$ cat src/lcp_pkg.sv
// Types and constants of the LED command parser.
package lcp_pkg;

	localparam int KW_COUNT   = 5;
	localparam int KW_MAX_LEN = 4;

	localparam logic [7:0] CH_CR   = 8'h0D;
	localparam logic [7:0] CH_ZERO = 8'h30;
	localparam logic [7:0] CH_NUL  = 8'h00;

	// Keyword text, unused tail positions hold NUL.
	localparam logic [7:0] KW_TEXT [KW_COUNT][KW_MAX_LEN] = '{
		'{8'h48, 8'h45, 8'h4C, 8'h50},  // HELP
		'{8'h47, 8'h45, 8'h54, CH_NUL}, // GET
		'{8'h53, 8'h45, 8'h54, CH_NUL}, // SET
		'{8'h43, 8'h4C, 8'h52, CH_NUL}, // CLR
		'{8'h49, 8'h4E, 8'h56, CH_NUL}  // INV
	};
	localparam logic [2:0] KW_LEN [KW_COUNT] = '{3'd4, 3'd3, 3'd3, 3'd3, 3'd3};

	// Commands, in matcher priority order.
	typedef enum logic [2:0] {
		CMD_HELP = 3'd0,
		CMD_GET  = 3'd1,
		CMD_SET  = 3'd2,
		CMD_CLR  = 3'd3,
		CMD_INV  = 3'd4
	} cmd_t;

	typedef enum logic [1:0] {
		PH_IDLE  = 2'd0,
		PH_DIGIT = 2'd1,
		PH_CR    = 2'd2
	} phase_t;

	localparam logic [1:0] RESP_NONE = 2'd0;
	localparam logic [1:0] RESP_HELP = 2'd1;
	localparam logic [1:0] RESP_LED  = 2'd2;
	localparam logic [1:0] RESP_ERR  = 2'd3;

	// Outcome of feeding one byte to the keyword matchers.
	typedef struct packed {
		logic hit;
		cmd_t cmd;
	} kw_hit_t;

endpackage

$ cat src/lcp_kw_match.sv
// Five prioritized keyword matchers with their position registers.
module lcp_kw_match (
	input  logic            clk,
	input  logic            arst_n,
	input  logic            feed,
	input  logic [7:0]      rx_byte,
	output lcp_pkg::kw_hit_t result
);

	logic [2:0] pos_q [lcp_pkg::KW_COUNT];
	logic [2:0] pos_d [lcp_pkg::KW_COUNT];

	// Matchers are tried in priority order; the first full match hides the byte from the rest.
	always_comb begin
		logic [2:0] next_pos;
		next_pos = 3'd0;
		result.hit = 1'b0;
		result.cmd = lcp_pkg::CMD_HELP;
		for (int k = 0; k < lcp_pkg::KW_COUNT; k++) begin
			pos_d[k] = pos_q[k];
			if (!result.hit) begin
				next_pos = pos_q[k] + 3'd1;
				if (pos_q[k] >= lcp_pkg::KW_LEN[k] ||
				    rx_byte != lcp_pkg::KW_TEXT[k][pos_q[k][1:0]]) begin
					pos_d[k] = 3'd0;
				end else if (next_pos >= lcp_pkg::KW_LEN[k]) begin
					pos_d[k] = 3'd0;
					result.hit = 1'b1;
					result.cmd = lcp_pkg::cmd_t'(3'(k));
				end else begin
					pos_d[k] = next_pos;
				end
			end
		end
	end

	// Positions advance only when a byte is fed while idle.
	always_ff @(posedge clk or negedge arst_n) begin
		if (!arst_n) begin
			for (int k = 0; k < lcp_pkg::KW_COUNT; k++) begin
				pos_q[k] <= 3'd0;
			end
		end else if (feed) begin
			for (int k = 0; k < lcp_pkg::KW_COUNT; k++) begin
				pos_q[k] <= pos_d[k];
			end
		end
	end

endmodule

$ cat src/led_command_parser.sv
// LED command parser: two-register pipeline that decodes one received byte per transfer.
// A byte accepted into the input register is decoded there, and its result is written to
// the result register when the input stage moves; the result register offers it on the outputs.
// Throughput: one byte per cycle; the input register and the result register both move
// whenever the result register is empty or its result is taken in that cycle.
// Reset clears the parse phase, keyword positions, pending command, digit and LED levels.
module led_command_parser #(
	parameter int LED_COUNT = 8
) (
	input  logic       clk,
	input  logic       arst_n,
	input  logic       in_valid,
	output logic       in_stall,
	input  logic [7:0] rx_byte,
	output logic       out_valid,
	input  logic       out_stall,
	output logic [7:0] echo_byte,
	output logic [1:0] response,
	output logic [2:0] led_index,
	output logic       led_level,
	output logic [7:0] led_outputs
);

	logic              valid_s1;
	logic [7:0]        rx_s1;
	logic              out_free;
	logic              s1_move;
	lcp_pkg::phase_t   phase_q;
	lcp_pkg::phase_t   phase_d;
	lcp_pkg::cmd_t     pending_q;
	logic [7:0]        digit_q;
	logic [7:0]        levels_q;
	logic [7:0]        levels_d;
	logic [7:0]        led_bit;
	logic [1:0]        resp_d;
	logic [2:0]        idx_d;
	logic              lvl_d;
	lcp_pkg::kw_hit_t  kw;
	logic              out_valid_q;
	logic [7:0]        echo_q;
	logic [1:0]        resp_q;
	logic [2:0]        idx_q;
	logic              lvl_q;
	logic [7:0]        leds_q;

	// Handshake: the input stage moves when the result register is free or being emptied.
	assign out_free = !out_valid_q || !out_stall;
	assign s1_move  = valid_s1 && out_free;
	assign in_stall = valid_s1 && !out_free;

	always_ff @(posedge clk or negedge arst_n) begin
		if (!arst_n) begin
			valid_s1 <= 1'b0;
		end else if (!in_stall) begin
			valid_s1 <= in_valid;
		end
	end

	always_ff @(posedge clk) begin
		if (in_valid && !in_stall) begin
			rx_s1 <= rx_byte;
		end
	end

	lcp_kw_match u_kw_match (
		.clk     (clk),
		.arst_n  (arst_n),
		.feed    (s1_move && phase_q == lcp_pkg::PH_IDLE),
		.rx_byte (rx_s1),
		.result  (kw)
	);

	// Next parse phase.
	always_comb begin
		phase_d = phase_q;
		unique case (phase_q)
			lcp_pkg::PH_IDLE: begin
				if (kw.hit) begin
					phase_d = (kw.cmd == lcp_pkg::CMD_HELP) ? lcp_pkg::PH_CR : lcp_pkg::PH_DIGIT;
				end
			end
			lcp_pkg::PH_DIGIT: begin
				phase_d = lcp_pkg::PH_CR;
			end
			lcp_pkg::PH_CR: begin
				phase_d = lcp_pkg::PH_IDLE;
			end
			default: begin
				phase_d = lcp_pkg::PH_IDLE;
			end
		endcase
	end

	assign led_bit = 8'd1 << digit_q[2:0];

	// Response and LED update for the byte in the input register.
	always_comb begin
		resp_d   = lcp_pkg::RESP_NONE;
		idx_d    = 3'd0;
		lvl_d    = 1'b0;
		levels_d = levels_q;
		unique case (phase_q)
			lcp_pkg::PH_IDLE: begin
				if (!kw.hit && rx_s1 == lcp_pkg::CH_CR) begin
					resp_d = lcp_pkg::RESP_ERR;
				end
			end
			lcp_pkg::PH_CR: begin
				priority if (rx_s1 != lcp_pkg::CH_CR) begin
					resp_d = lcp_pkg::RESP_ERR;
				end else if (pending_q == lcp_pkg::CMD_HELP) begin
					resp_d = lcp_pkg::RESP_HELP;
				end else if (digit_q >= 8'(LED_COUNT) || digit_q > 8'd7) begin
					resp_d = lcp_pkg::RESP_ERR;
				end else begin
					unique case (pending_q)
						lcp_pkg::CMD_SET: levels_d = levels_q | led_bit;
						lcp_pkg::CMD_CLR: levels_d = levels_q & ~led_bit;
						lcp_pkg::CMD_INV: levels_d = levels_q ^ led_bit;
						default:          levels_d = levels_q;
					endcase
					resp_d = lcp_pkg::RESP_LED;
					idx_d  = digit_q[2:0];
					lvl_d  = levels_d[digit_q[2:0]];
				end
			end
			default: begin
				resp_d = lcp_pkg::RESP_NONE;
			end
		endcase
	end

	// Parser state registers.
	always_ff @(posedge clk or negedge arst_n) begin
		if (!arst_n) begin
			phase_q   <= lcp_pkg::PH_IDLE;
			pending_q <= lcp_pkg::CMD_HELP;
			digit_q   <= 8'd0;
			levels_q  <= 8'd0;
		end else if (s1_move) begin
			phase_q  <= phase_d;
			levels_q <= levels_d;
			if (phase_q == lcp_pkg::PH_IDLE && kw.hit) begin
				pending_q <= kw.cmd;
			end
			if (phase_q == lcp_pkg::PH_DIGIT) begin
				digit_q <= rx_s1 - lcp_pkg::CH_ZERO;
			end
		end
	end

	// Result register.
	always_ff @(posedge clk or negedge arst_n) begin
		if (!arst_n) begin
			out_valid_q <= 1'b0;
		end else if (out_free) begin
			out_valid_q <= valid_s1;
		end
	end

	always_ff @(posedge clk) begin
		if (s1_move) begin
			echo_q <= rx_s1;
			resp_q <= resp_d;
			idx_q  <= idx_d;
			lvl_q  <= lvl_d;
			leds_q <= levels_d;
		end
	end

	assign out_valid   = out_valid_q;
	assign echo_byte   = echo_q;
	assign response    = resp_q;
	assign led_index   = idx_q;
	assign led_level   = lvl_q;
	assign led_outputs = leds_q;

endmodule

$ cat config.mk
export PLATFORM = sky130hd
export DESIGN_NAME = led_command_parser
export DESIGN_NICKNAME = d
export VERILOG_FILES = /design/src/lcp_pkg.sv /design/src/lcp_kw_match.sv /design/src/led_command_parser.sv
export SDC_FILE = /design/constraint.sdc
export NUM_CORES = 1
export LEC_CHECK = 0
export ABC_AREA = 1
export BUFFER_PORTS_ARGS = -buffer_cell sky130_fd_sc_hd__buf_2
export CORE_ASPECT_RATIO = 0.9
export CORE_UTILIZATION = 29
export DETAILED_ROUTE_END_ITERATION = 8
export HOLD_SLACK_MARGIN = 0.06
export PLACE_DENSITY_LB_ADDON = 0.2
export SETUP_SLACK_MARGIN = 0.02
export SLEW_MARGIN = 0
export SYNTH_ARGS = -nofsm -noshare
export SYNTH_HDL_FRONTEND = slang
export SYNTH_SLANG_ARGS = --single-unit
$ cat constraint.sdc
create_clock -name clk -period 2 [get_ports clk]
set_input_delay 0.3 -clock clk [delete_from_list [all_inputs] [get_ports clk]]
set_output_delay 0.3 -clock clk [all_outputs]
set_load 0.05 [all_outputs]
==> qor.yml <==
status: "complete, no violations"
path_buf_inv: 1
crit_chain: "ha_2 > ha_1 > nor2_1 > nand4_1 > nor2_2 > nand2_2 > nor2_4 > inv_2 > nand4_1 > nand2_1"
drive_gt1_share_pct: 28.2
placedInstanceArea_um2: 4990
fmax_mhz: 537
cts.sinks: 68
yosysMostFrequentCell: "nand2_1"
finalSetupViolCount: 0
vias: 3678
insertion_delay_ps: 330
io_buffer_count: 35
synthFlopType: "dfrtp_1"
cts_max_level: 3
initial_core_util_pct: 30.2
io_pins: 36
wl_per_cell_um: 12.7
synthMuxAreaShare_pct: 0.263
wirelength_um: 10500
hold_slack_ps: 144
antenna_found_initial: 0
grt_overflow: 0
synth-xor-area-share_pct: 1.23
die_w_um: 130
syn_avg_cell_area_um2: 8.07
slew_headroom_pct: 71.8
cp-end-kind: "register"
cp_max_fo: 4
crit_top_cell: "nand4_1"
critical_path_arrival_ps: 1950
firstDrtPassIters: 5
p_per_area_nw_per_um2: 724
grt_max_degree: 22
root_buffer: "clkbuf_16"
die_height_um: 117
hpwl_um: 7980
critPathLaunch: "u_kw_match.pos_q[0]$_DFFE_PN0P_"
antennaDiodeCount: 0
synthTopCellsByArea: "dfrtp_1, edfxtp_1, nand2_1"
core-area_um2: 14200
finalHoldViolations: 0
cpLargestDelayFamily: "simple AND/OR/NAND/NOR gates"
placementRows: 41
cpPeakStageDelay_ps: 420
async_flop_share_pct: 55.9
rr_startpoint: "u_kw_match.pos_q[0]$_DFFE_PN0P_"
yosysWarnings: 0
yosys.area_share.adder_pct: 12.3
post-route-min-period_ps: 1860
worst_hold_path_type: "input port to register"
synthTopCellsByCount: "nand2_1, inv_1, nor2_1"
grt_usage_pct: 14.6
cts_buffer_depth: 2
fin_skew_ps: 5.43
leakagePower_uw: 0.00264
synthCells: 531
postRouteAntennaNets: 0
yosysTopAreaCellShare_pct: 22.2
tightest_slew_ps: 423
path_class: "register to register"
synth-simple-area-share_pct: 27.8
cts_tree: "yes"
drt_iter0_drc: 180
post-route-drc-count: 0
viasPerCell: 4.46
synth_fp_nets: 585
fin_area_um2: 5530
die_area_um2: 15300
synth_seq_cells: 68
ys_seq_area_share_pct: 43.2
slew_violations: 0
peakVddDrop_mv: 0.422
clk_pin_slew_ps: 60
grt_pass1_wl_um: 17300
maxCapViolCount: 0
areaGrowthSynthToFinish_pct: 29.0
cp.required_ps: 2080
slowest_stage: "dfrtp_1"
synth.distinct_cells: 37
numCtsBuffers: 9
fin_crit_sh_pct: 93.1
rsz0062_at_grt: "yes"
synth_edf_count: 30
grt_pass1_vias: 3579
nets: 680
min_from: "rx_byte[7]"
netlist_area_um2: 4290
synth_top_family_by_area: "simple AND/OR/NAND/NOR gates"
synth_compound_area_share_pct: 7.12
gp_congestion: 0.891
cp-start-kind: "register"
synth_top_area_cell: "dfrtp_1"
[cell families (layout without fill, tap and decap cells)]
logic type / after synthesis / count (layout)
AO/OA/AOI/OAI: 51 / 51
XOR/XNOR: 6 / 6
adder cells (fa/ha/maj): 42 / 42
buffers and inverters: 85 / 185
flip-flops: 68 / 68
multiplexers: 1 / 1
AND/OR/NAND/NOR: 278 / 278
[final timing paths]
kind,to,slack [ps],depth (start not counted)
max,response[0]$_DFFE_PP_,140,10
min,rx_s1[7]$_DFFE_PP_,140,1
max reg2reg,response[0]$_DFFE_PP_,140,10
min reg2reg,pending_q[0]$_DFFE_PN0P_,480,2
max in group asynchronous,u_kw_match.pos_q[8]$_DFFE_PN0P_,1060,3
min in group asynchronous,levels_q[5]$_DFFE_PN0P_,410,2
[layout make-up]
| class | count | area [um2] |
|---|---|---|
| inverter | 77 | 294 |
| clock inverter | 4 | 50.0 |
| fill | 1455 | 8680 |
| tap | 193 | 241 |
| clock buffer | 12 | 246 |
| multi-input combinational | 378 | 2240 |
| sequential | 68 | 1850 |
| timing repair buffer | 92 | 606 |
[placed cells by master, fill, tap and decap left out, drive strengths merged]
cell type / count
a21oi: 5
buf: 91
bufinv: 1
clkbuf: 12
clkinv: 2
clkinvlp: 2
dfrtp: 38
dlygate4sd3: 1
edfxtp: 30
ha: 42
inv: 76
mux2: 1
nand2: 174
nand3: 17
nand3b: 3
nand4: 9
nor2: 65
nor3: 4
nor4: 3
o2111ai: 4
o211ai: 2
o21ai: 34
o21bai: 2
o22ai: 3
o31ai: 1
or2: 3
xnor2: 2
xor2: 4
[state kept, by name, indices dropped and copies added (netlist names)]
name              flops
u_kw_match.pos_q     15
digit_q               8
echo_byte             8
led_outputs           8
levels_q              8
rx_s1                 8
led_index             3
pending_q             3
phase_q               2
response              2
led_level             1
out_valid             1
valid_s1              1
[routing by layer]
layer | part of all wire (%) | vias up | global-route usage, %
met5 | 0 | - | 0
met4 | 1.6 | 0 | 5.09
met3 | 3.1 | 12 | 3.60
met2 | 49 | 57 | 23.4
met1 | 46 | 1730 | 18.9
li1 | - | 1879 | -
[power breakdown]
group | internal (uW) | total (uW) | switching (uW)
Sequential | 1570 | 1630 | 57.2
Combinational | 240 | 786 | 546
Clock | 997 | 1590 | 591
Total | 2810 | 4000 | 1190
[worst register-to-register path, stage by stage, from the launching register on]
cell and delay [ps]:
dfrtp_1 420, ha_2 220, ha_1 190, nor2_1 80
nand4_1 120, nor2_2 160, nand2_2 70, nor2_4 130
inv_2 60, nand4_1 100, nand2_1 50
[timing repair]
action	4_1_cts	5_1_grt
hold endpoints to repair	11	0
cloned	0	0
resized for setup	3	47
hold buffers	1	0
setup buffers	1	10
pin swaps	1	14
setup endpoints to repair	6	24
[per-stage QoR]
stage / total power (uW) / setup WS, ps / util, % / setup TNS (ps) / instances
6_report: 4000 / 137 / 38.9 / 0 / 824
5_1_grt: 4210 / -68.6 / 38.9 / -161 / 824
4_1_cts: 4000 / 38.5 / 37.4 / 0 / 814
3_5_place_dp: 2390 / -38.3 / 35.1 / -85.6 / 796
3_3_place_gp: 2380 / 19.8 / 35.1 / 0 / 796
2_1_floorplan: 2140 / 153 / - / 0 / 531
Power figures use the tool's default switching activity.
